==> config.mk <==
export PLATFORM = sky130hd
export DESIGN_NAME = aes_ctrl
export DESIGN_NICKNAME = d
export VERILOG_FILES = /design/src/hdl/aes_pkg.sv /design/src/hdl/aes_ctrl.sv
export SDC_FILE = /design/constraint.sdc
export NUM_CORES = 1
export LEC_CHECK = 0
export BUFFER_PORTS_ARGS = -buffer_cell sky130_fd_sc_hd__buf_2
export CORE_AREA = 2 2 39 41
export CTS_BUF_LIST = sky130_fd_sc_hd__clkbuf_8
export CTS_CLUSTER_DIAMETER = 80
export DETAILED_ROUTE_END_ITERATION = 12
export DIE_AREA = 0 0 41 43
export MAX_ROUTING_LAYER = met4
export PLACE_DENSITY = 0.6
export SYNTH_ARGS = -nofsm -noshare
export SYNTH_HDL_FRONTEND = slang
export SYNTH_SLANG_ARGS = --single-unit
==> constraint.sdc <==
create_clock -name clk_i -period 1.2 [get_ports clk_i]
set_input_delay 0.12 -clock clk_i [delete_from_list [all_inputs] [get_ports clk_i]]
set_output_delay 0.12 -clock clk_i [all_outputs]
set_load 0.01 [all_outputs]
==> src/hdl/aes_pkg.sv <==
// Package: shared types, S-box tables and GF(2^8) helpers for the AES-128 core.
`timescale 1ns / 1ps
`default_nettype none
package aes_pkg;

  localparam int unsigned NumRounds = 10;
  localparam int unsigned RoundW    = 4;

  typedef enum logic [1:0] {
    ST_IDLE,
    ST_RUN,
    ST_OUT
  } ctrl_state_e;

  typedef enum logic [1:0] {
    KS_IDLE,
    KS_LOAD,
    KS_STEP
  } key_state_e;

  localparam logic CMD_ENCRYPT = 1'b0;
  localparam logic CMD_DECRYPT = 1'b1;

  localparam logic [0:0] REG_KEY_HIGH = 1'b0;
  localparam logic [0:0] REG_KEY_LOW  = 1'b1;

  // Command from the controller to the datapath.
  typedef struct packed {
    logic             load;      // take the input block, add the first round key
    logic             step;      // run one round
    logic             last;      // this round is the final one
    logic             decrypt;
    logic [RoundW-1:0] round;    // round key index used by this step
  } dp_cmd_t;

  function automatic logic [7:0] fwd_sbox(input logic [7:0] a);
    logic [7:0] t [256];
    t = '{
      8'h63,8'h7c,8'h77,8'h7b,8'hf2,8'h6b,8'h6f,8'hc5,8'h30,8'h01,8'h67,8'h2b,8'hfe,8'hd7,8'hab,8'h76,
      8'hca,8'h82,8'hc9,8'h7d,8'hfa,8'h59,8'h47,8'hf0,8'had,8'hd4,8'ha2,8'haf,8'h9c,8'ha4,8'h72,8'hc0,
      8'hb7,8'hfd,8'h93,8'h26,8'h36,8'h3f,8'hf7,8'hcc,8'h34,8'ha5,8'he5,8'hf1,8'h71,8'hd8,8'h31,8'h15,
      8'h04,8'hc7,8'h23,8'hc3,8'h18,8'h96,8'h05,8'h9a,8'h07,8'h12,8'h80,8'he2,8'heb,8'h27,8'hb2,8'h75,
      8'h09,8'h83,8'h2c,8'h1a,8'h1b,8'h6e,8'h5a,8'ha0,8'h52,8'h3b,8'hd6,8'hb3,8'h29,8'he3,8'h2f,8'h84,
      8'h53,8'hd1,8'h00,8'hed,8'h20,8'hfc,8'hb1,8'h5b,8'h6a,8'hcb,8'hbe,8'h39,8'h4a,8'h4c,8'h58,8'hcf,
      8'hd0,8'hef,8'haa,8'hfb,8'h43,8'h4d,8'h33,8'h85,8'h45,8'hf9,8'h02,8'h7f,8'h50,8'h3c,8'h9f,8'ha8,
      8'h51,8'ha3,8'h40,8'h8f,8'h92,8'h9d,8'h38,8'hf5,8'hbc,8'hb6,8'hda,8'h21,8'h10,8'hff,8'hf3,8'hd2,
      8'hcd,8'h0c,8'h13,8'hec,8'h5f,8'h97,8'h44,8'h17,8'hc4,8'ha7,8'h7e,8'h3d,8'h64,8'h5d,8'h19,8'h73,
      8'h60,8'h81,8'h4f,8'hdc,8'h22,8'h2a,8'h90,8'h88,8'h46,8'hee,8'hb8,8'h14,8'hde,8'h5e,8'h0b,8'hdb,
      8'he0,8'h32,8'h3a,8'h0a,8'h49,8'h06,8'h24,8'h5c,8'hc2,8'hd3,8'hac,8'h62,8'h91,8'h95,8'he4,8'h79,
      8'he7,8'hc8,8'h37,8'h6d,8'h8d,8'hd5,8'h4e,8'ha9,8'h6c,8'h56,8'hf4,8'hea,8'h65,8'h7a,8'hae,8'h08,
      8'hba,8'h78,8'h25,8'h2e,8'h1c,8'ha6,8'hb4,8'hc6,8'he8,8'hdd,8'h74,8'h1f,8'h4b,8'hbd,8'h8b,8'h8a,
      8'h70,8'h3e,8'hb5,8'h66,8'h48,8'h03,8'hf6,8'h0e,8'h61,8'h35,8'h57,8'hb9,8'h86,8'hc1,8'h1d,8'h9e,
      8'he1,8'hf8,8'h98,8'h11,8'h69,8'hd9,8'h8e,8'h94,8'h9b,8'h1e,8'h87,8'he9,8'hce,8'h55,8'h28,8'hdf,
      8'h8c,8'ha1,8'h89,8'h0d,8'hbf,8'he6,8'h42,8'h68,8'h41,8'h99,8'h2d,8'h0f,8'hb0,8'h54,8'hbb,8'h16
    };
    return t[a];
  endfunction

  function automatic logic [7:0] inv_sbox(input logic [7:0] a);
    logic [7:0] t [256];
    t = '{
      8'h52,8'h09,8'h6a,8'hd5,8'h30,8'h36,8'ha5,8'h38,8'hbf,8'h40,8'ha3,8'h9e,8'h81,8'hf3,8'hd7,8'hfb,
      8'h7c,8'he3,8'h39,8'h82,8'h9b,8'h2f,8'hff,8'h87,8'h34,8'h8e,8'h43,8'h44,8'hc4,8'hde,8'he9,8'hcb,
      8'h54,8'h7b,8'h94,8'h32,8'ha6,8'hc2,8'h23,8'h3d,8'hee,8'h4c,8'h95,8'h0b,8'h42,8'hfa,8'hc3,8'h4e,
      8'h08,8'h2e,8'ha1,8'h66,8'h28,8'hd9,8'h24,8'hb2,8'h76,8'h5b,8'ha2,8'h49,8'h6d,8'h8b,8'hd1,8'h25,
      8'h72,8'hf8,8'hf6,8'h64,8'h86,8'h68,8'h98,8'h16,8'hd4,8'ha4,8'h5c,8'hcc,8'h5d,8'h65,8'hb6,8'h92,
      8'h6c,8'h70,8'h48,8'h50,8'hfd,8'hed,8'hb9,8'hda,8'h5e,8'h15,8'h46,8'h57,8'ha7,8'h8d,8'h9d,8'h84,
      8'h90,8'hd8,8'hab,8'h00,8'h8c,8'hbc,8'hd3,8'h0a,8'hf7,8'he4,8'h58,8'h05,8'hb8,8'hb3,8'h45,8'h06,
      8'hd0,8'h2c,8'h1e,8'h8f,8'hca,8'h3f,8'h0f,8'h02,8'hc1,8'haf,8'hbd,8'h03,8'h01,8'h13,8'h8a,8'h6b,
      8'h3a,8'h91,8'h11,8'h41,8'h4f,8'h67,8'hdc,8'hea,8'h97,8'hf2,8'hcf,8'hce,8'hf0,8'hb4,8'he6,8'h73,
      8'h96,8'hac,8'h74,8'h22,8'he7,8'had,8'h35,8'h85,8'he2,8'hf9,8'h37,8'he8,8'h1c,8'h75,8'hdf,8'h6e,
      8'h47,8'hf1,8'h1a,8'h71,8'h1d,8'h29,8'hc5,8'h89,8'h6f,8'hb7,8'h62,8'h0e,8'haa,8'h18,8'hbe,8'h1b,
      8'hfc,8'h56,8'h3e,8'h4b,8'hc6,8'hd2,8'h79,8'h20,8'h9a,8'hdb,8'hc0,8'hfe,8'h78,8'hcd,8'h5a,8'hf4,
      8'h1f,8'hdd,8'ha8,8'h33,8'h88,8'h07,8'hc7,8'h31,8'hb1,8'h12,8'h10,8'h59,8'h27,8'h80,8'hec,8'h5f,
      8'h60,8'h51,8'h7f,8'ha9,8'h19,8'hb5,8'h4a,8'h0d,8'h2d,8'he5,8'h7a,8'h9f,8'h93,8'hc9,8'h9c,8'hef,
      8'ha0,8'he0,8'h3b,8'h4d,8'hae,8'h2a,8'hf5,8'hb0,8'hc8,8'heb,8'hbb,8'h3c,8'h83,8'h53,8'h99,8'h61,
      8'h17,8'h2b,8'h04,8'h7e,8'hba,8'h77,8'hd6,8'h26,8'he1,8'h69,8'h14,8'h63,8'h55,8'h21,8'h0c,8'h7d
    };
    return t[a];
  endfunction

  function automatic logic [31:0] sub_word(input logic [31:0] w);
    return {fwd_sbox(w[31:24]), fwd_sbox(w[23:16]), fwd_sbox(w[15:8]), fwd_sbox(w[7:0])};
  endfunction

  function automatic logic [7:0] rcon(input logic [RoundW-1:0] r);
    logic [7:0] v;
    case (r)
      4'd1:    v = 8'h01;
      4'd2:    v = 8'h02;
      4'd3:    v = 8'h04;
      4'd4:    v = 8'h08;
      4'd5:    v = 8'h10;
      4'd6:    v = 8'h20;
      4'd7:    v = 8'h40;
      4'd8:    v = 8'h80;
      4'd9:    v = 8'h1b;
      4'd10:   v = 8'h36;
      default: v = 8'h00;
    endcase
    return v;
  endfunction

  function automatic logic [7:0] xtime(input logic [7:0] x);
    return {x[6:0], 1'b0} ^ (x[7] ? 8'h1b : 8'h00);
  endfunction

endpackage
`default_nettype wire

==> src/hdl/aes_ctrl.sv <==
// Controller: sequences the initial key addition, ten rounds and the result handshake.
`timescale 1ns / 1ps
`default_nettype none
module aes_ctrl (
  input  wire logic  clk_i,
  input  wire logic  rst_ni,
  input  wire logic  in_valid_i,
  input  wire logic  in_cmd_i,
  output logic       in_ready_o,
  output logic       out_valid_o,
  input  wire logic  out_ready_i,
  input  wire logic  key_busy_i,
  output aes_pkg::dp_cmd_t cmd_o
);

  aes_pkg::ctrl_state_e state_q, state_d;
  logic [aes_pkg::RoundW-1:0] rnd_q;
  logic dec_q;
  logic accept;

  assign accept = in_valid_i && in_ready_o;

  always_comb begin
    state_d = state_q;
    case (state_q)
      aes_pkg::ST_IDLE: if (accept) state_d = aes_pkg::ST_RUN;
      aes_pkg::ST_RUN:  if (rnd_q == aes_pkg::RoundW'(aes_pkg::NumRounds)) state_d = aes_pkg::ST_OUT;
      aes_pkg::ST_OUT: begin
        if (out_ready_i) state_d = accept ? aes_pkg::ST_RUN : aes_pkg::ST_IDLE;
      end
      default: state_d = aes_pkg::ST_IDLE;
    endcase
  end

  // rnd_q holds the number of the round in progress; datapath key index follows direction
  always_comb begin
    in_ready_o  = !key_busy_i && (state_q == aes_pkg::ST_IDLE ||
                  (state_q == aes_pkg::ST_OUT && out_ready_i));
    out_valid_o = (state_q == aes_pkg::ST_OUT);
    cmd_o.load    = accept;
    cmd_o.step    = (state_q == aes_pkg::ST_RUN);
    cmd_o.last    = (rnd_q == aes_pkg::RoundW'(aes_pkg::NumRounds));
    cmd_o.decrypt = dec_q;
    if (accept) begin
      cmd_o.round = (in_cmd_i == aes_pkg::CMD_DECRYPT) ?
                    aes_pkg::RoundW'(aes_pkg::NumRounds) : '0;
    end else begin
      cmd_o.round = dec_q ? aes_pkg::RoundW'(aes_pkg::NumRounds) - rnd_q : rnd_q;
    end
  end

  always_ff @(posedge clk_i or negedge rst_ni) begin
    if (!rst_ni) begin
      state_q <= aes_pkg::ST_IDLE;
      rnd_q   <= '0;
      dec_q   <= 1'b0;
    end else begin
      state_q <= state_d;
      if (accept) begin
        rnd_q <= 4'd1;
        dec_q <= in_cmd_i;
      end else if (state_q == aes_pkg::ST_RUN) begin
        rnd_q <= rnd_q + 4'd1;
      end
    end
  end

  a_no_accept_busy: assert property (@(posedge clk_i) disable iff (!rst_ni)
    key_busy_i |-> !in_ready_o) else $error("item taken during key expansion");
  a_run_to_out: assert property (@(posedge clk_i) disable iff (!rst_ni)
    (state_q == aes_pkg::ST_RUN && rnd_q == 4'd10) |=> state_q == aes_pkg::ST_OUT)
    else $error("last round did not finish");
  a_out_holds: assert property (@(posedge clk_i) disable iff (!rst_ni)
    (out_valid_o && !out_ready_i) |=> out_valid_o) else $error("result dropped");

endmodule
`default_nettype wire
**Word-level counts from Yosys, hierarchy flattened**

Index checks and enable logic that the tools add are counted.

- Word-level logic and storage cells: 29
- Output and inout bits: 10
- Flip-flop bits (word level): 7
- Input port bits: 6

- Equal/unequal tests: 6
- Multiplexer cells: 10
- Add/sub/neg operators: 2
- Reductions and logical operators: 8

Operators with widths:

| cell | count |
|---|---|
| $mux 4 | 5 |
| $mux 2 | 3 |
| $pmux 2 s3 | 1 |
| $add 4x1->4 const B | 1 |
| $eq 4x4->1 const B | 1 |
| $ne 2x2->1 const B | 2 |
| $sub 4x4->4 const A | 1 |
| $logic_and 1x1->1 | 3 |
| $reduce_and 3->1 | 1 |
| $eq 2x1->1 const B | 1 |
| $eq 2x2->1 const B | 1 |
| $logic_not 2->1 | 1 |
| $ne 2x1->1 const B | 1 |
| $reduce_bool 2->1 | 1 |
| $logic_not 1->1 | 1 |
| $logic_or 1x1->1 | 1 |
| $mux 1 | 1 |

**Logic depth before layout (Yosys ltp)**

- Depth after elaboration: 8
- Mapped depth: 5

**Least setup slack after synthesis**

No wires, ideal clock.

- Path kind: flip-flop to output port
- Start point: reg rnd_q[1] (netlist name)
- End point: out cmd_o[3] (netlist name)
- Slack: -90 ps
- Path buffers: 0
- Stages on the path, launching flop included: 4
- Arrival time: 1170 ps
- Required time: 1080 ps
- Cell sequence: dfrtp_1 > and2_1 > or3_1 > a31oi_1

RTL lines:

| what | RTL line | source |
|---|---|---|
| from (decl) | aes_ctrl.sv:17 | `logic [aes_pkg::RoundW-1:0] rnd_q;` |
| from (signal assigned) | aes_ctrl.sv:63 | `rnd_q <= rnd_q + 4'd1;` |
| to (decl) | aes_ctrl.sv:13 | `output aes_pkg::dp_cmd_t cmd_o` |

==> flow_metrics.tcl <==
set metrics [dict create \
    register_area_sq_um 176 \
    synthesis.area_sq_um 480 \
    cts-buffers-inserted 3 \
    die_area_sq_mm 0.00176 \
    ys_warn_count 0 \
    syn_area_per_cell_sq_um 9.42 \
    max-vdd-ir-drop_mv 1.17 \
    ios 16 \
    rows 14 \
    avgRoutedWirePerCell_microns 13.8 \
    via_per_inst 4.63 \
    worst-setup-path-type "reg -> out" \
    area_growth_pct 81.2 \
    leakagePower_nw 0.438 \
    die_x_microns 41 \
    max_stage_delay_ns 0.44 \
    setup-violations-final 13 \
    max-slew-margin-rel 0.861 \
    grt_pass1_vias 452 \
    ys_seq_area_frac 0.365 \
    hold_ws_ns 0.135 \
    num_antenna_cells 0 \
    pre_cts_slack_ns -0.136 \
    cts.sinks 7 \
    wl_mm 1.42 \
    dpl.hpwl_microns 808 \
    grt_pass1_wl_mm 1.95 \
    fin_crit_sh 1.27 \
    skew_ns 0.00280 \
    core_area_sq_mm 0.00138 \
    hold_class "in -> reg" \
    grt_util_all_layers 0.188 \
    crit_required_ns 1.08 \
    worst_slew_pin_slew_ns 0.207 \
    clock_latency_ns 0.23 \
    final_cells 103 \
    crit_path_max_fanout 4 \
    finalHoldViolCount 0 \
    drv_cap 0 \
    synth_cell_types 26 \
    crit_chain "and2_4 > or3_1 > a31oi_2 > buf_2" \
    first_pass_iters 3 \
    multi_input_area_sq_um 342 \
    gr-total-overflow 0 \
    fillers 109 \
    start_util 0.347 \
    placed_cell_area_sq_um 622 \
    antenna_left 0 \
    clkSlewWorstSetupHoldPaths_ns 0.04 \
    drive_gt1_frac 0.701 \
    slew_viol_final 0 \
    syn_nets 59 \
    cpMaxStageDelayCell "dfrtp_2" \
    gp_congestion 0.778 \
    placed_cells 87 \
    cts_buffer_depth 2 \
    critPathLaunchType "flip-flop" \
    power.density_mw_per_mm2 2760 \
    fin_crit_ns 1.53 \
    status "finished with violations" \
    io_buffers 15 \
    stdcell_area_sq_um 871 \
    grt_antenna_before_repair 0 \
    rsz0062_at_grt "true" \
    clock-root-buffer "clkbuf_8" \
    cts_tree "built" \
    grt_max_degree 8 \
    die_h_microns 43 \
    num_vias 477 \
    violations "negative setup slack" \
    worstPathArrival_ns 1.41 \
    setup_slack_ns -0.325 \
    drt_iter0_markers 9 \
    cts_max_level 1 \
    fin_nets 96 \
    syn_inst 51 \
    end_kind "primary output" \
    fmax_mhz 656 \
    remaining_drc_errors 0 \
    ys_ff_latch 7 \
]
-- registers in the layout (all words and copies together), names as in the netlist --
signal	count
rnd_q	4
state_q	2
dec_q	1
-- worst paths after layout --
check	start	end	slack (ns)	depth (start not counted)
max	rnd_q[1]	cmd_o[3]	-0.33	4
min reg2reg	rnd_q[3]	rnd_q[3]	0.66	3
min in group asynchronous	rst_ni	dec_q	0.26	2
min	in_cmd_i	dec_q	0.13	2
max reg2reg	state_q[0]	rnd_q[3]	-0.11	5
max in group asynchronous	rst_ni	rnd_q[1]	0.76	2
-- cell usage after synthesis (all sizes together) --
master	n	area, sq um
and2	1	6.26
nand2	4	15.0
dfrtp	7	175
mux2i	1	10.0
and2b	1	8.76
buf	3	22.5
mux2	1	15.0
nand3	2	10.0
nor2b	1	13.8
nand3b	2	27.5
a22o	1	8.76
a211oi	1	7.51
o21ai	3	15.0
and4bb	1	12.5
xor2	2	17.5
a21oi	2	13.8
nand2b	2	12.5
nor2	6	22.5
a31oi	1	6.26
or3	2	12.5
inv	4	17.5
ha	2	25.0
nor3	1	5.00
-- cell usage in the layout (no fill, tap or decap), types with 2 or more instances in the layout --
master	count
buf_6	8
o21ai_0	3
clkbuf_8	3
nand2_1	3
inv_1	3
buf_2	12
nand2b_4	2
nor2_1	2
dfrtp_1	6
buf_4	14
xor2_1	2
nor2_2	3
-- metal layers --
layer	GRT usage	wire [microns]	vias up
met5	-	0	-
met4	0.160	51	0
met3	0.0628	53	5
met2	0.263	738	13
met1	0.201	581	218
li1	-	-	241
-- repair_timing --
action                                  CTS  global route
hold endpoints to repair                  7             0
hold buffers                              1             0
resized for setup                        13            14
endpoints found under the setup margin   11            15
buffers inserted                         10             3
pin swaps                                 5             6
-- worst max-delay path: cells and delay by family (launching register included) --
family	cells	cell delay (ns)
AOI/OAI and AO/OA	1	0.12
buffers and inverters	1	0.14
DFF	1	0.44
and+or+nand+nor	2	0.46
-- cell families (layout without fill, tap and decap cells) --
logic type	count (synthesis)	in the layout	synth area share
xor+xnor	2	2	0.0365
buf+inv	7	43	0.0833
flops	7	7	0.365
simple gates	23	23	0.305
compound gates	8	8	0.107
fa+ha+maj	2	2	0.0521
mux	2	2	0.0521
-- where the power goes --
| part | internal, W | total (W) | switching (W) |
|---|---|---|---|
| clock network | 0.000222 | 0.000334 | 0.000112 |
| registers | 0.000348 | 0.000467 | 0.000118 |
| logic | 0.000905 | 0.00160 | 0.000695 |
-- per-stage QoR --
stage	util	power, W	TNS, ns
2_1_floorplan	-	0.00108	-0.00467
3_3_place_gp	0.449	0.00147	-0.205
3_5_place_dp	0.449	0.00149	-0.308
4_1_cts	0.579	0.00216	-1.41
5_1_grt	0.629	0.00257	-2.40
6_report	0.629	0.00240	-1.82
-- final cells by class --
cell class                 instances  area share
sequential                         7       0.203
clock buffer                       3      0.0474
multi-input combinational         37       0.392
timing repair buffer              35       0.305
clock inverter                     1     0.00431
tap                               16      0.0230
inverter                           4      0.0259
(Power assumes the default switching activity.)
