<file path="src/hdl/aes_pkg.sv">
// Package: shared types, S-box tables and GF(2^8) helpers for the AES-128 core.
`timescale 1ns / 1ps
`default_nettype none
package aes_pkg;

  localparam int unsigned NumRounds = 10;
  localparam int unsigned RoundW    = 4;

  typedef enum logic [1:0] {
    ST_IDLE,
    ST_RUN,
    ST_OUT
  } ctrl_state_e;

  typedef enum logic [1:0] {
    KS_IDLE,
    KS_LOAD,
    KS_STEP
  } key_state_e;

  localparam logic CMD_ENCRYPT = 1'b0;
  localparam logic CMD_DECRYPT = 1'b1;

  localparam logic [0:0] REG_KEY_HIGH = 1'b0;
  localparam logic [0:0] REG_KEY_LOW  = 1'b1;

  // Command from the controller to the datapath.
  typedef struct packed {
    logic             load;      // take the input block, add the first round key
    logic             step;      // run one round
    logic             last;      // this round is the final one
    logic             decrypt;
    logic [RoundW-1:0] round;    // round key index used by this step
  } dp_cmd_t;

  function automatic logic [7:0] fwd_sbox(input logic [7:0] a);
    logic [7:0] t [256];
    t = '{
      8'h63,8'h7c,8'h77,8'h7b,8'hf2,8'h6b,8'h6f,8'hc5,8'h30,8'h01,8'h67,8'h2b,8'hfe,8'hd7,8'hab,8'h76,
      8'hca,8'h82,8'hc9,8'h7d,8'hfa,8'h59,8'h47,8'hf0,8'had,8'hd4,8'ha2,8'haf,8'h9c,8'ha4,8'h72,8'hc0,
      8'hb7,8'hfd,8'h93,8'h26,8'h36,8'h3f,8'hf7,8'hcc,8'h34,8'ha5,8'he5,8'hf1,8'h71,8'hd8,8'h31,8'h15,
      8'h04,8'hc7,8'h23,8'hc3,8'h18,8'h96,8'h05,8'h9a,8'h07,8'h12,8'h80,8'he2,8'heb,8'h27,8'hb2,8'h75,
      8'h09,8'h83,8'h2c,8'h1a,8'h1b,8'h6e,8'h5a,8'ha0,8'h52,8'h3b,8'hd6,8'hb3,8'h29,8'he3,8'h2f,8'h84,
      8'h53,8'hd1,8'h00,8'hed,8'h20,8'hfc,8'hb1,8'h5b,8'h6a,8'hcb,8'hbe,8'h39,8'h4a,8'h4c,8'h58,8'hcf,
      8'hd0,8'hef,8'haa,8'hfb,8'h43,8'h4d,8'h33,8'h85,8'h45,8'hf9,8'h02,8'h7f,8'h50,8'h3c,8'h9f,8'ha8,
      8'h51,8'ha3,8'h40,8'h8f,8'h92,8'h9d,8'h38,8'hf5,8'hbc,8'hb6,8'hda,8'h21,8'h10,8'hff,8'hf3,8'hd2,
      8'hcd,8'h0c,8'h13,8'hec,8'h5f,8'h97,8'h44,8'h17,8'hc4,8'ha7,8'h7e,8'h3d,8'h64,8'h5d,8'h19,8'h73,
      8'h60,8'h81,8'h4f,8'hdc,8'h22,8'h2a,8'h90,8'h88,8'h46,8'hee,8'hb8,8'h14,8'hde,8'h5e,8'h0b,8'hdb,
      8'he0,8'h32,8'h3a,8'h0a,8'h49,8'h06,8'h24,8'h5c,8'hc2,8'hd3,8'hac,8'h62,8'h91,8'h95,8'he4,8'h79,
      8'he7,8'hc8,8'h37,8'h6d,8'h8d,8'hd5,8'h4e,8'ha9,8'h6c,8'h56,8'hf4,8'hea,8'h65,8'h7a,8'hae,8'h08,
      8'hba,8'h78,8'h25,8'h2e,8'h1c,8'ha6,8'hb4,8'hc6,8'he8,8'hdd,8'h74,8'h1f,8'h4b,8'hbd,8'h8b,8'h8a,
      8'h70,8'h3e,8'hb5,8'h66,8'h48,8'h03,8'hf6,8'h0e,8'h61,8'h35,8'h57,8'hb9,8'h86,8'hc1,8'h1d,8'h9e,
      8'he1,8'hf8,8'h98,8'h11,8'h69,8'hd9,8'h8e,8'h94,8'h9b,8'h1e,8'h87,8'he9,8'hce,8'h55,8'h28,8'hdf,
      8'h8c,8'ha1,8'h89,8'h0d,8'hbf,8'he6,8'h42,8'h68,8'h41,8'h99,8'h2d,8'h0f,8'hb0,8'h54,8'hbb,8'h16
    };
    return t[a];
  endfunction

  function automatic logic [7:0] inv_sbox(input logic [7:0] a);
    logic [7:0] t [256];
    t = '{
      8'h52,8'h09,8'h6a,8'hd5,8'h30,8'h36,8'ha5,8'h38,8'hbf,8'h40,8'ha3,8'h9e,8'h81,8'hf3,8'hd7,8'hfb,
      8'h7c,8'he3,8'h39,8'h82,8'h9b,8'h2f,8'hff,8'h87,8'h34,8'h8e,8'h43,8'h44,8'hc4,8'hde,8'he9,8'hcb,
      8'h54,8'h7b,8'h94,8'h32,8'ha6,8'hc2,8'h23,8'h3d,8'hee,8'h4c,8'h95,8'h0b,8'h42,8'hfa,8'hc3,8'h4e,
      8'h08,8'h2e,8'ha1,8'h66,8'h28,8'hd9,8'h24,8'hb2,8'h76,8'h5b,8'ha2,8'h49,8'h6d,8'h8b,8'hd1,8'h25,
      8'h72,8'hf8,8'hf6,8'h64,8'h86,8'h68,8'h98,8'h16,8'hd4,8'ha4,8'h5c,8'hcc,8'h5d,8'h65,8'hb6,8'h92,
      8'h6c,8'h70,8'h48,8'h50,8'hfd,8'hed,8'hb9,8'hda,8'h5e,8'h15,8'h46,8'h57,8'ha7,8'h8d,8'h9d,8'h84,
      8'h90,8'hd8,8'hab,8'h00,8'h8c,8'hbc,8'hd3,8'h0a,8'hf7,8'he4,8'h58,8'h05,8'hb8,8'hb3,8'h45,8'h06,
      8'hd0,8'h2c,8'h1e,8'h8f,8'hca,8'h3f,8'h0f,8'h02,8'hc1,8'haf,8'hbd,8'h03,8'h01,8'h13,8'h8a,8'h6b,
      8'h3a,8'h91,8'h11,8'h41,8'h4f,8'h67,8'hdc,8'hea,8'h97,8'hf2,8'hcf,8'hce,8'hf0,8'hb4,8'he6,8'h73,
      8'h96,8'hac,8'h74,8'h22,8'he7,8'had,8'h35,8'h85,8'he2,8'hf9,8'h37,8'he8,8'h1c,8'h75,8'hdf,8'h6e,
      8'h47,8'hf1,8'h1a,8'h71,8'h1d,8'h29,8'hc5,8'h89,8'h6f,8'hb7,8'h62,8'h0e,8'haa,8'h18,8'hbe,8'h1b,
      8'hfc,8'h56,8'h3e,8'h4b,8'hc6,8'hd2,8'h79,8'h20,8'h9a,8'hdb,8'hc0,8'hfe,8'h78,8'hcd,8'h5a,8'hf4,
      8'h1f,8'hdd,8'ha8,8'h33,8'h88,8'h07,8'hc7,8'h31,8'hb1,8'h12,8'h10,8'h59,8'h27,8'h80,8'hec,8'h5f,
      8'h60,8'h51,8'h7f,8'ha9,8'h19,8'hb5,8'h4a,8'h0d,8'h2d,8'he5,8'h7a,8'h9f,8'h93,8'hc9,8'h9c,8'hef,
      8'ha0,8'he0,8'h3b,8'h4d,8'hae,8'h2a,8'hf5,8'hb0,8'hc8,8'heb,8'hbb,8'h3c,8'h83,8'h53,8'h99,8'h61,
      8'h17,8'h2b,8'h04,8'h7e,8'hba,8'h77,8'hd6,8'h26,8'he1,8'h69,8'h14,8'h63,8'h55,8'h21,8'h0c,8'h7d
    };
    return t[a];
  endfunction

  function automatic logic [31:0] sub_word(input logic [31:0] w);
    return {fwd_sbox(w[31:24]), fwd_sbox(w[23:16]), fwd_sbox(w[15:8]), fwd_sbox(w[7:0])};
  endfunction

  function automatic logic [7:0] rcon(input logic [RoundW-1:0] r);
    logic [7:0] v;
    case (r)
      4'd1:    v = 8'h01;
      4'd2:    v = 8'h02;
      4'd3:    v = 8'h04;
      4'd4:    v = 8'h08;
      4'd5:    v = 8'h10;
      4'd6:    v = 8'h20;
      4'd7:    v = 8'h40;
      4'd8:    v = 8'h80;
      4'd9:    v = 8'h1b;
      4'd10:   v = 8'h36;
      default: v = 8'h00;
    endcase
    return v;
  endfunction

  function automatic logic [7:0] xtime(input logic [7:0] x);
    return {x[6:0], 1'b0} ^ (x[7] ? 8'h1b : 8'h00);
  endfunction

endpackage
`default_nettype wire

</file>
<file path="src/hdl/aes_key_sched.sv">
// Key schedule: key registers and the 44-word round key store, expanded one round a cycle.
`timescale 1ns / 1ps
`default_nettype none
module aes_key_sched (
  input  wire logic        clk_i,
  input  wire logic        rst_ni,
  input  wire logic        wr_en_i,
  input  wire logic [0:0]  wr_idx_i,
  input  wire logic [63:0] wr_data_i,
  input  wire logic [aes_pkg::RoundW-1:0] rd_round_i,
  output logic [127:0]     rd_key_o,
  output logic             busy_o
);

  logic [63:0]  key_high_q, key_low_q;
  logic [127:0] rk_q [aes_pkg::NumRounds+1];
  logic [127:0] cur_q, nxt;
  logic [aes_pkg::RoundW-1:0] cnt_q;
  aes_pkg::key_state_e state_q, state_d;
  logic [31:0] t, w0, w1, w2, w3;

  always_ff @(posedge clk_i or negedge rst_ni) begin
    if (!rst_ni) begin
      key_high_q <= '0;
      key_low_q  <= '0;
    end else if (wr_en_i) begin
      case (wr_idx_i)
        aes_pkg::REG_KEY_HIGH: key_high_q <= wr_data_i;
        aes_pkg::REG_KEY_LOW:  key_low_q  <= wr_data_i;
        default: ;
      endcase
    end
  end

  // reset also starts an expansion (of the zero key)
  // a write during the load cycle reloads, since the load saw the old key
  always_comb begin
    state_d = state_q;
    case (state_q)
      aes_pkg::KS_IDLE: if (wr_en_i) state_d = aes_pkg::KS_LOAD;
      aes_pkg::KS_LOAD: begin
        if (wr_en_i) state_d = aes_pkg::KS_LOAD;
        else state_d = aes_pkg::KS_STEP;
      end
      aes_pkg::KS_STEP: begin
        if (wr_en_i) state_d = aes_pkg::KS_LOAD;
        else if (cnt_q == aes_pkg::RoundW'(aes_pkg::NumRounds)) state_d = aes_pkg::KS_IDLE;
      end
      default: state_d = aes_pkg::KS_IDLE;
    endcase
  end

  always_ff @(posedge clk_i or negedge rst_ni) begin
    if (!rst_ni) begin
      state_q <= aes_pkg::KS_LOAD;
      cnt_q   <= '0;
    end else begin
      state_q <= state_d;
      if (state_q == aes_pkg::KS_LOAD) cnt_q <= 4'd1;
      else if (state_q == aes_pkg::KS_STEP) cnt_q <= cnt_q + 4'd1;
    end
  end

  always_comb begin
    t  = {cur_q[23:0], cur_q[31:24]};
    t  = aes_pkg::sub_word(t) ^ {aes_pkg::rcon(cnt_q), 24'h0};
    w0 = cur_q[127:96] ^ t;
    w1 = cur_q[95:64] ^ w0;
    w2 = cur_q[63:32] ^ w1;
    w3 = cur_q[31:0] ^ w2;
    nxt = {w0, w1, w2, w3};
  end

  always_ff @(posedge clk_i) begin
    if (state_q == aes_pkg::KS_LOAD) begin
      cur_q    <= {key_high_q, key_low_q};
      rk_q[0]  <= {key_high_q, key_low_q};
    end else if (state_q == aes_pkg::KS_STEP) begin
      cur_q        <= nxt;
      rk_q[cnt_q]  <= nxt;
    end
  end

  assign rd_key_o = rk_q[rd_round_i];
  assign busy_o   = (state_q != aes_pkg::KS_IDLE);

endmodule
`default_nettype wire

</file>
<file path="config.mk">
export PLATFORM = sky130hd
export DESIGN_NAME = aes_key_sched
export DESIGN_NICKNAME = d
export VERILOG_FILES = /design/src/hdl/aes_pkg.sv /design/src/hdl/aes_key_sched.sv
export SDC_FILE = /design/constraint.sdc
export NUM_CORES = 2
export LEC_CHECK = 0
export BUFFER_PORTS_ARGS = -buffer_cell sky130_fd_sc_hd__buf_2
export CORE_ASPECT_RATIO = 0.9
export CORE_MARGIN = 2
export CORE_UTILIZATION = 51
export CTS_BUF_LIST = sky130_fd_sc_hd__clkbuf_2
export DETAILED_ROUTE_END_ITERATION = 6
export PLACE_DENSITY = 0.67
export SKIP_LAST_GASP = 1
export SLEW_MARGIN = 20
export SYNTH_ARGS = -nofsm -noshare
export SYNTH_HDL_FRONTEND = slang
export SYNTH_SLANG_ARGS = --single-unit
</file>
<file path="constraint.sdc">
create_clock -name clk_i -period 19.5 [get_ports clk_i]
set_input_delay 2.925 -clock clk_i [delete_from_list [all_inputs] [get_ports clk_i]]
set_output_delay 2.925 -clock clk_i [all_outputs]
set_load 0.01 [all_outputs]
</file>
**Yosys cells after proc, flatten, opt, wreduce, memory -nomap -nowiden**

Memories as Yosys holds them, arrays and structs flattened.
Index checks and enable logic that the tools add are counted.

- Bits in latches: 0
- Output and inout port bits: 129
- Memories kept: 6
- ROM bits: 8320
- Memory bits (writable): 1408
- Register bits: 262

- Multiplexer cells: 25
- Reduce and logical (&&, ||, !) cells: 7
- Equal/unequal tests: 5
- Multipliers: 0
- $lt $le $gt $ge: 4
- Bitwise logic cells: 10
- Shift operators: 0
- Add/sub/neg operators: 1
- Divide/modulo/power cells: 0

Memory list:

| name | words | bits a word | rd ports | clocked after Yosys merged registers in | write ports | line | source |
|---|---|---|---|---|---|---|---|
| (no name shown) | 256 | 8 | 1 | 0 | 0 | aes_pkg.sv:56 | `return t[a];` |
| (no name shown) | 256 | 8 | 1 | 0 | 0 | aes_pkg.sv:56 |  |
| (no name shown) | 256 | 8 | 1 | 0 | 0 | aes_pkg.sv:56 |  |
| (no name shown) | 256 | 8 | 1 | 0 | 0 | aes_pkg.sv:56 |  |
| rk_q | 11 | 128 | 1 | 0 | 1 | aes_key_sched.sv:16 | `logic [127:0] rk_q [aes_pkg::NumRounds+1];` |
| (no name shown) | 16 | 8 | 1 | 0 | 0 | aes_pkg.sv:88 | `case (r)` |

Operator list:

| kind | count |
|---|---|
| 128-bit 2-to-1 mux | 3 |
| 32-bit bitwise XOR | 5 |
| 128-bit OR reduction | 1 |
| 8-bit 2-to-1 mux | 8 |
| 9-bit >= comparator, second input constant | 4 |
| 8-bit inverter with 9-bit output | 4 |
| 4-bit 2-to-1 mux | 3 |
| 2-bit 2-to-1 mux | 4 |
| 1-bit 2-to-1 mux | 6 |
| 2-bit case mux with 3 select lines | 1 |
| 2-bit AND reduction | 3 |
| 4-bit by 1-bit adder with 4-bit output, second input constant | 1 |
| 4-bit equality test, second input constant | 1 |
| 2-bit nonzero test | 2 |
| 3-bit != test, second input constant | 1 |
| 2-bit by 1-bit equality test with 1-bit output, second input constant | 1 |
| 2-bit equality test, second input constant | 1 |
| 2-bit zero test | 1 |
| 2-bit != test, second input constant | 1 |
| 1-bit inverter | 1 |

**Longest topological paths before layout**

- Depth in word-level cells: 11
- Depth in mapped cells: 15
- Gate-level depth less buffers: 11

**Least setup slack after synthesis**

Ideal clock, no wire load.

- Kind: flip-flop to flip-flop
- Start point: register state_q[0]
- End point: memory rk_q[10][0], enable pin
- Cell stages (with the launch flop): 6
- Required time: 18.571 ns
- Slack: 2.520 ns
- Data arrival time: 16.051 ns
- Cells stage by stage: dfstp_2 > inv_1 > ha_1 > clkbuf_1 > nand3_1 > nor4_1

- Cells in the longest elaborated chain, start to end: 6
- Elaborated cells on any way between the ends: 10
- Classes of those cells: 2 x eq/ne; 7 x mux; 1 x reduce/logical

RTL lines:

| element | line | source |
|---|---|---|
| from (decl) | aes_key_sched.sv:19 | `aes_pkg::key_state_e state_q, state_d;` |
| from (signal assigned) | aes_key_sched.sv:55 | `state_q <= aes_pkg::KS_LOAD;` |
| from (signal assigned) | aes_key_sched.sv:58 | `state_q <= state_d;` |
| 2-bit equality test | aes_key_sched.sv:78 | `end else if (state_q == aes_pkg::KS_STEP) begin` |
| 1-bit 2-to-1 mux | aes_key_sched.sv:78 |  |
| 1-bit 2-to-1 mux | aes_key_sched.sv:75 | `if (state_q == aes_pkg::KS_LOAD) begin` |
| 1-bit 2-to-1 mux (not written as such) | aes_key_sched.sv:80 | `rk_q[cnt_q] <= nxt;` |
| 128-bit OR reduction (no line) | -- |  |
| 4-bit 2-to-1 mux (no line) or 1-bit 2-to-1 mux (tied branches) | -- |  |
| to (decl) | aes_key_sched.sv:16 |  |

Several ways; a longest one is shown, not always the timed one.

**Worst setup path after layout**

- Start point: input port rd_round_i[0] (netlist bit)
- End point: output port rd_key_o[21]

- Cells in the longest elaborated chain, start to end: 1

RTL lines:

| element | line | source |
|---|---|---|
| from (decl) | aes_key_sched.sv:10 | `input wire logic [aes_pkg::RoundW-1:0] rd_round_i,` |
| memory 11 x 128 bit | -- |  |
| to (decl) | aes_key_sched.sv:11 | `output logic [127:0] rd_key_o,` |

No other way between the ends.

==> metrics.cfg <==
[outcome]
run_status=completed

[floorplan]
dieHeight_um=383
start_util=0.512
coreArea_sq_um=159000
row_count=139
io-pin-count=201
die_x_um=425
die_area_sq_um=163000

[setup_path]
crit_start=rd_round_i[0]
crit_path_end=rd_key_o[21]
rr_startpoint=cur_q[26]$_DFFE_PP_
arrival_ns=7.26
crit_path_start_kind=primary input
cp.required_ns=16.57
cp-end-kind=primary output
path_class=primary input to primary output
critPathMaxFanout=87
r2r-end=rk_q[5][0]$_DFFE_PP_
reg2reg_depth=11
r2r_slack_ns=13.53

[placed_design]
io_buffers=200
place_inst=7445
place_congestion=0.997
dpl.hpwl_mm=150

[layout]
multi_input_area_sq_um=29900
fillers=12930
drive_gt1_frac=0.319
seq_area_sq_um=49500
finalNonFillerCells=8160
syn_to_final_growth_pct=8.13
final_nets=5870
final_core_util=0.553

[power]
power_density_nw_per_um2=173
p_sw_w=0.00665
p_clk_frac=0.144
share_comb_of_total_power=0.514
seqPwrFrac=0.342
p_leak_nw=30.2
peakVddDrop_v=0.000165
total_power_w=0.0152
swShare=0.437
internal_power_w=0.00857

[clock_network]
clockBufferDepth=4
cts_tree=done
path_clk_slew_ns=0.11
clock-sinks=1670
post_cts_buffers=0
insertion_delay_ns=1.79
cts_root_buffer=clkbuf_2
cts_buffers=397
h-tree-depth=5
holdBufCountCts=0
ctsResizeCount=0

[yosys]
async_reset_ff_frac=0.0802
synth.distinct_cells=102
yosys_warnings=0
synth-seq-area-share=0.607
syn_nets=5551
syn_area_sq_um=81400
synthCells=5410
synth-edff-count=1536
ys_seq_elements=1670
avgSynthCellArea_sq_um=15.1
synthFlopType=edfxtp_1

[detailed_routing]
wl_per_cell_um=30.0
vias=52648
dr.pass1.iters=7
drtIter0Drc=6963
drt-total-wl_mm=245
avgViaCountPerCell=6.45
drcViolationCount=0
ant_nets=0

[flow_run]
maxCapViolCount=0

[timing]
setup_violations=0
slew_headroom=0.226
grt_setup_unrepaired=false
maxSlewViolCount=0
tightest_slew_ns=1.16
finalCritPeriodShare=0.522
final-hold-violation-count=0
fin_skew_ns=0.199
post-route-min-period_ns=10.18
setup-tns-final_ns=0
fmax_ghz=0.0982

[global_route]
grt_max_degree=129
grt-ovfl-total=0
grt_pass1_wl_mm=356
antenna_found_initial=38
grt_pass1_vias=51518
global_route.usage.total=0.299

[worst_hold_path]
hp-class=flop to flop

## layout by cell type, fill, tap and decap left out, drive strengths merged, types with 67 or more instances in the layout
cell,netlist,layout
dfrtp,133,133
nor2b,80,80
mux2,372,372
o21ai,282,282
nor2,275,275
nand3,67,67
nor3,95,95
clkinv,7,79
xnor2,97,97
nand2b,84,84
clkbuf,241,606
ha,68,68
nand2,320,320
edfxtp,1536,1536
a21oi,200,200
mux4,452,452
buf,203,364
## registers in the layout, indices dropped and copies added (netlist names)
register    cells
key_high_q     64
state_q         2
key_low_q      64
cur_q         128
rk_q         1408
cnt_q           4
## kinds of logic after synthesis
group | share of synthesized area
flip-flops | 0.607
AND/OR/NAND/NOR | 0.0656
AO/OA/AOI/OAI | 0.0814
multiplexers | 0.182
buffers and inverters | 0.0277
XOR/XNOR | 0.0249
adder cells (fa/ha/maj) | 0.0107
## power by group through the flow
stage / Sequential, W / Combinational (W) / Clock (W)
floorplan: 0.00527 / 0.00525 / 0
global placement: 0.00527 / 0.00759 / 0
detailed placement: 0.00529 / 0.00761 / 0
CTS: 0.00521 / 0.00764 / 0.00225
global route: 0.00525 / 0.00829 / 0.00244
finish: 0.00521 / 0.00782 / 0.00220
## critical path: stages
cell	delay, ns
buf_8	0.67
buf_4	0.65
buf_4	0.79
buf_4	0.78
mux4_2	0.59
mux4_2	0.51
buf_2	0.17
## worst min-delay path by stage
| stage | slack (ns) | end | cells past startpoint | start |
|---|---|---|---|---|
| global route | 0.55 | key_low_q[10]$_DFFE_PN0P_ | 1 | key_low_q[10]$_DFFE_PN0P_ |
| global placement | 0.49 | key_low_q[10]$_DFFE_PN0P_ | 1 | key_low_q[10]$_DFFE_PN0P_ |
| detailed placement | 0.49 | key_low_q[10]$_DFFE_PN0P_ | 1 | key_low_q[10]$_DFFE_PN0P_ |
| floorplan | 0.48 | key_low_q[10]$_DFFE_PN0P_ | 1 | key_low_q[10]$_DFFE_PN0P_ |
| CTS | 0.52 | key_low_q[10]$_DFFE_PN0P_ | 1 | key_low_q[10]$_DFFE_PN0P_ |
| finish | 0.52 | key_low_q[10]$_DFFE_PN0P_ | 1 | key_low_q[10]$_DFFE_PN0P_ |
## stage by stage
| stage | worst slack (ns) | hold slack, ns | cell area, sq um |
|---|---|---|---|
| after global routing | 8.91 | 0.552 | 88100 |
| after floorplan | 2.52 | 0.479 | 81400 |
| after detailed placement | 9.16 | 0.495 | 84600 |
| after CTS | 9.13 | 0.522 | 88000 |
| after global placement | 9.17 | 0.491 | 84600 |
| final | 9.32 | 0.518 | 88100 |
## routing by layer
layer  global-route usage  up-vias  routed length [um]
met3               0.0548      491               21000
met1                0.418    26904               98700
met2                0.466     2908              115000
met5                    0        -                  84
met4                0.125       12                9890
li1                     -    22333                   -
## area by class of cell
cell class                 count  share of cell area
antenna                       29            0.000824
sequential                  1670               0.562
multi-input combinational   3230               0.339
inverter                      66             0.00287
timing repair buffer         364              0.0264
clock buffer                 606              0.0344
tap                         2115              0.0300
clock inverter                80             0.00425
## synthesized netlist by cell type, types with 15 or more instances
cell type,number,area share
a21o_1,26,0.0024
and3_1,29,0.0022
a31oi_1,47,0.0036
buf_4,20,0.0018
mux2i_1,45,0.0055
xnor2_1,88,0.0095
edfxtp_1,1536,0.57
xor2_1,61,0.0066
mux4_2,452,0.12
a211oi_1,55,0.0051
mux2_2,370,0.051
xnor3_1,15,0.0041
o221ai_1,17,0.0018
o311ai_0,26,0.0028
o211ai_1,63,0.0058
buf_2,105,0.0065
ha_1,68,0.010
a311oi_1,32,0.0034
a221oi_1,24,0.0026
o22ai_1,20,0.0015
o31ai_1,26,0.0024
nand4_1,19,0.0015
or2_2,27,0.0021
inv_1,49,0.0023
nor2b_1,80,0.0061
and2_1,33,0.0025
o21ai_0,272,0.017
nor3_1,94,0.0058
clkbuf_1,241,0.011
nor3b_1,21,0.0019
nand3_1,67,0.0041
a2111oi_0,15,0.0016
buf_6,18,0.0025
nand2_1,319,0.015
dfrtp_1,133,0.041
buf_1,60,0.0028
nor2_1,270,0.012
o2111ai_1,15,0.0016
nand2b_1,84,0.0065
a21oi_1,200,0.012
Power figures use the tool's default switching activity.
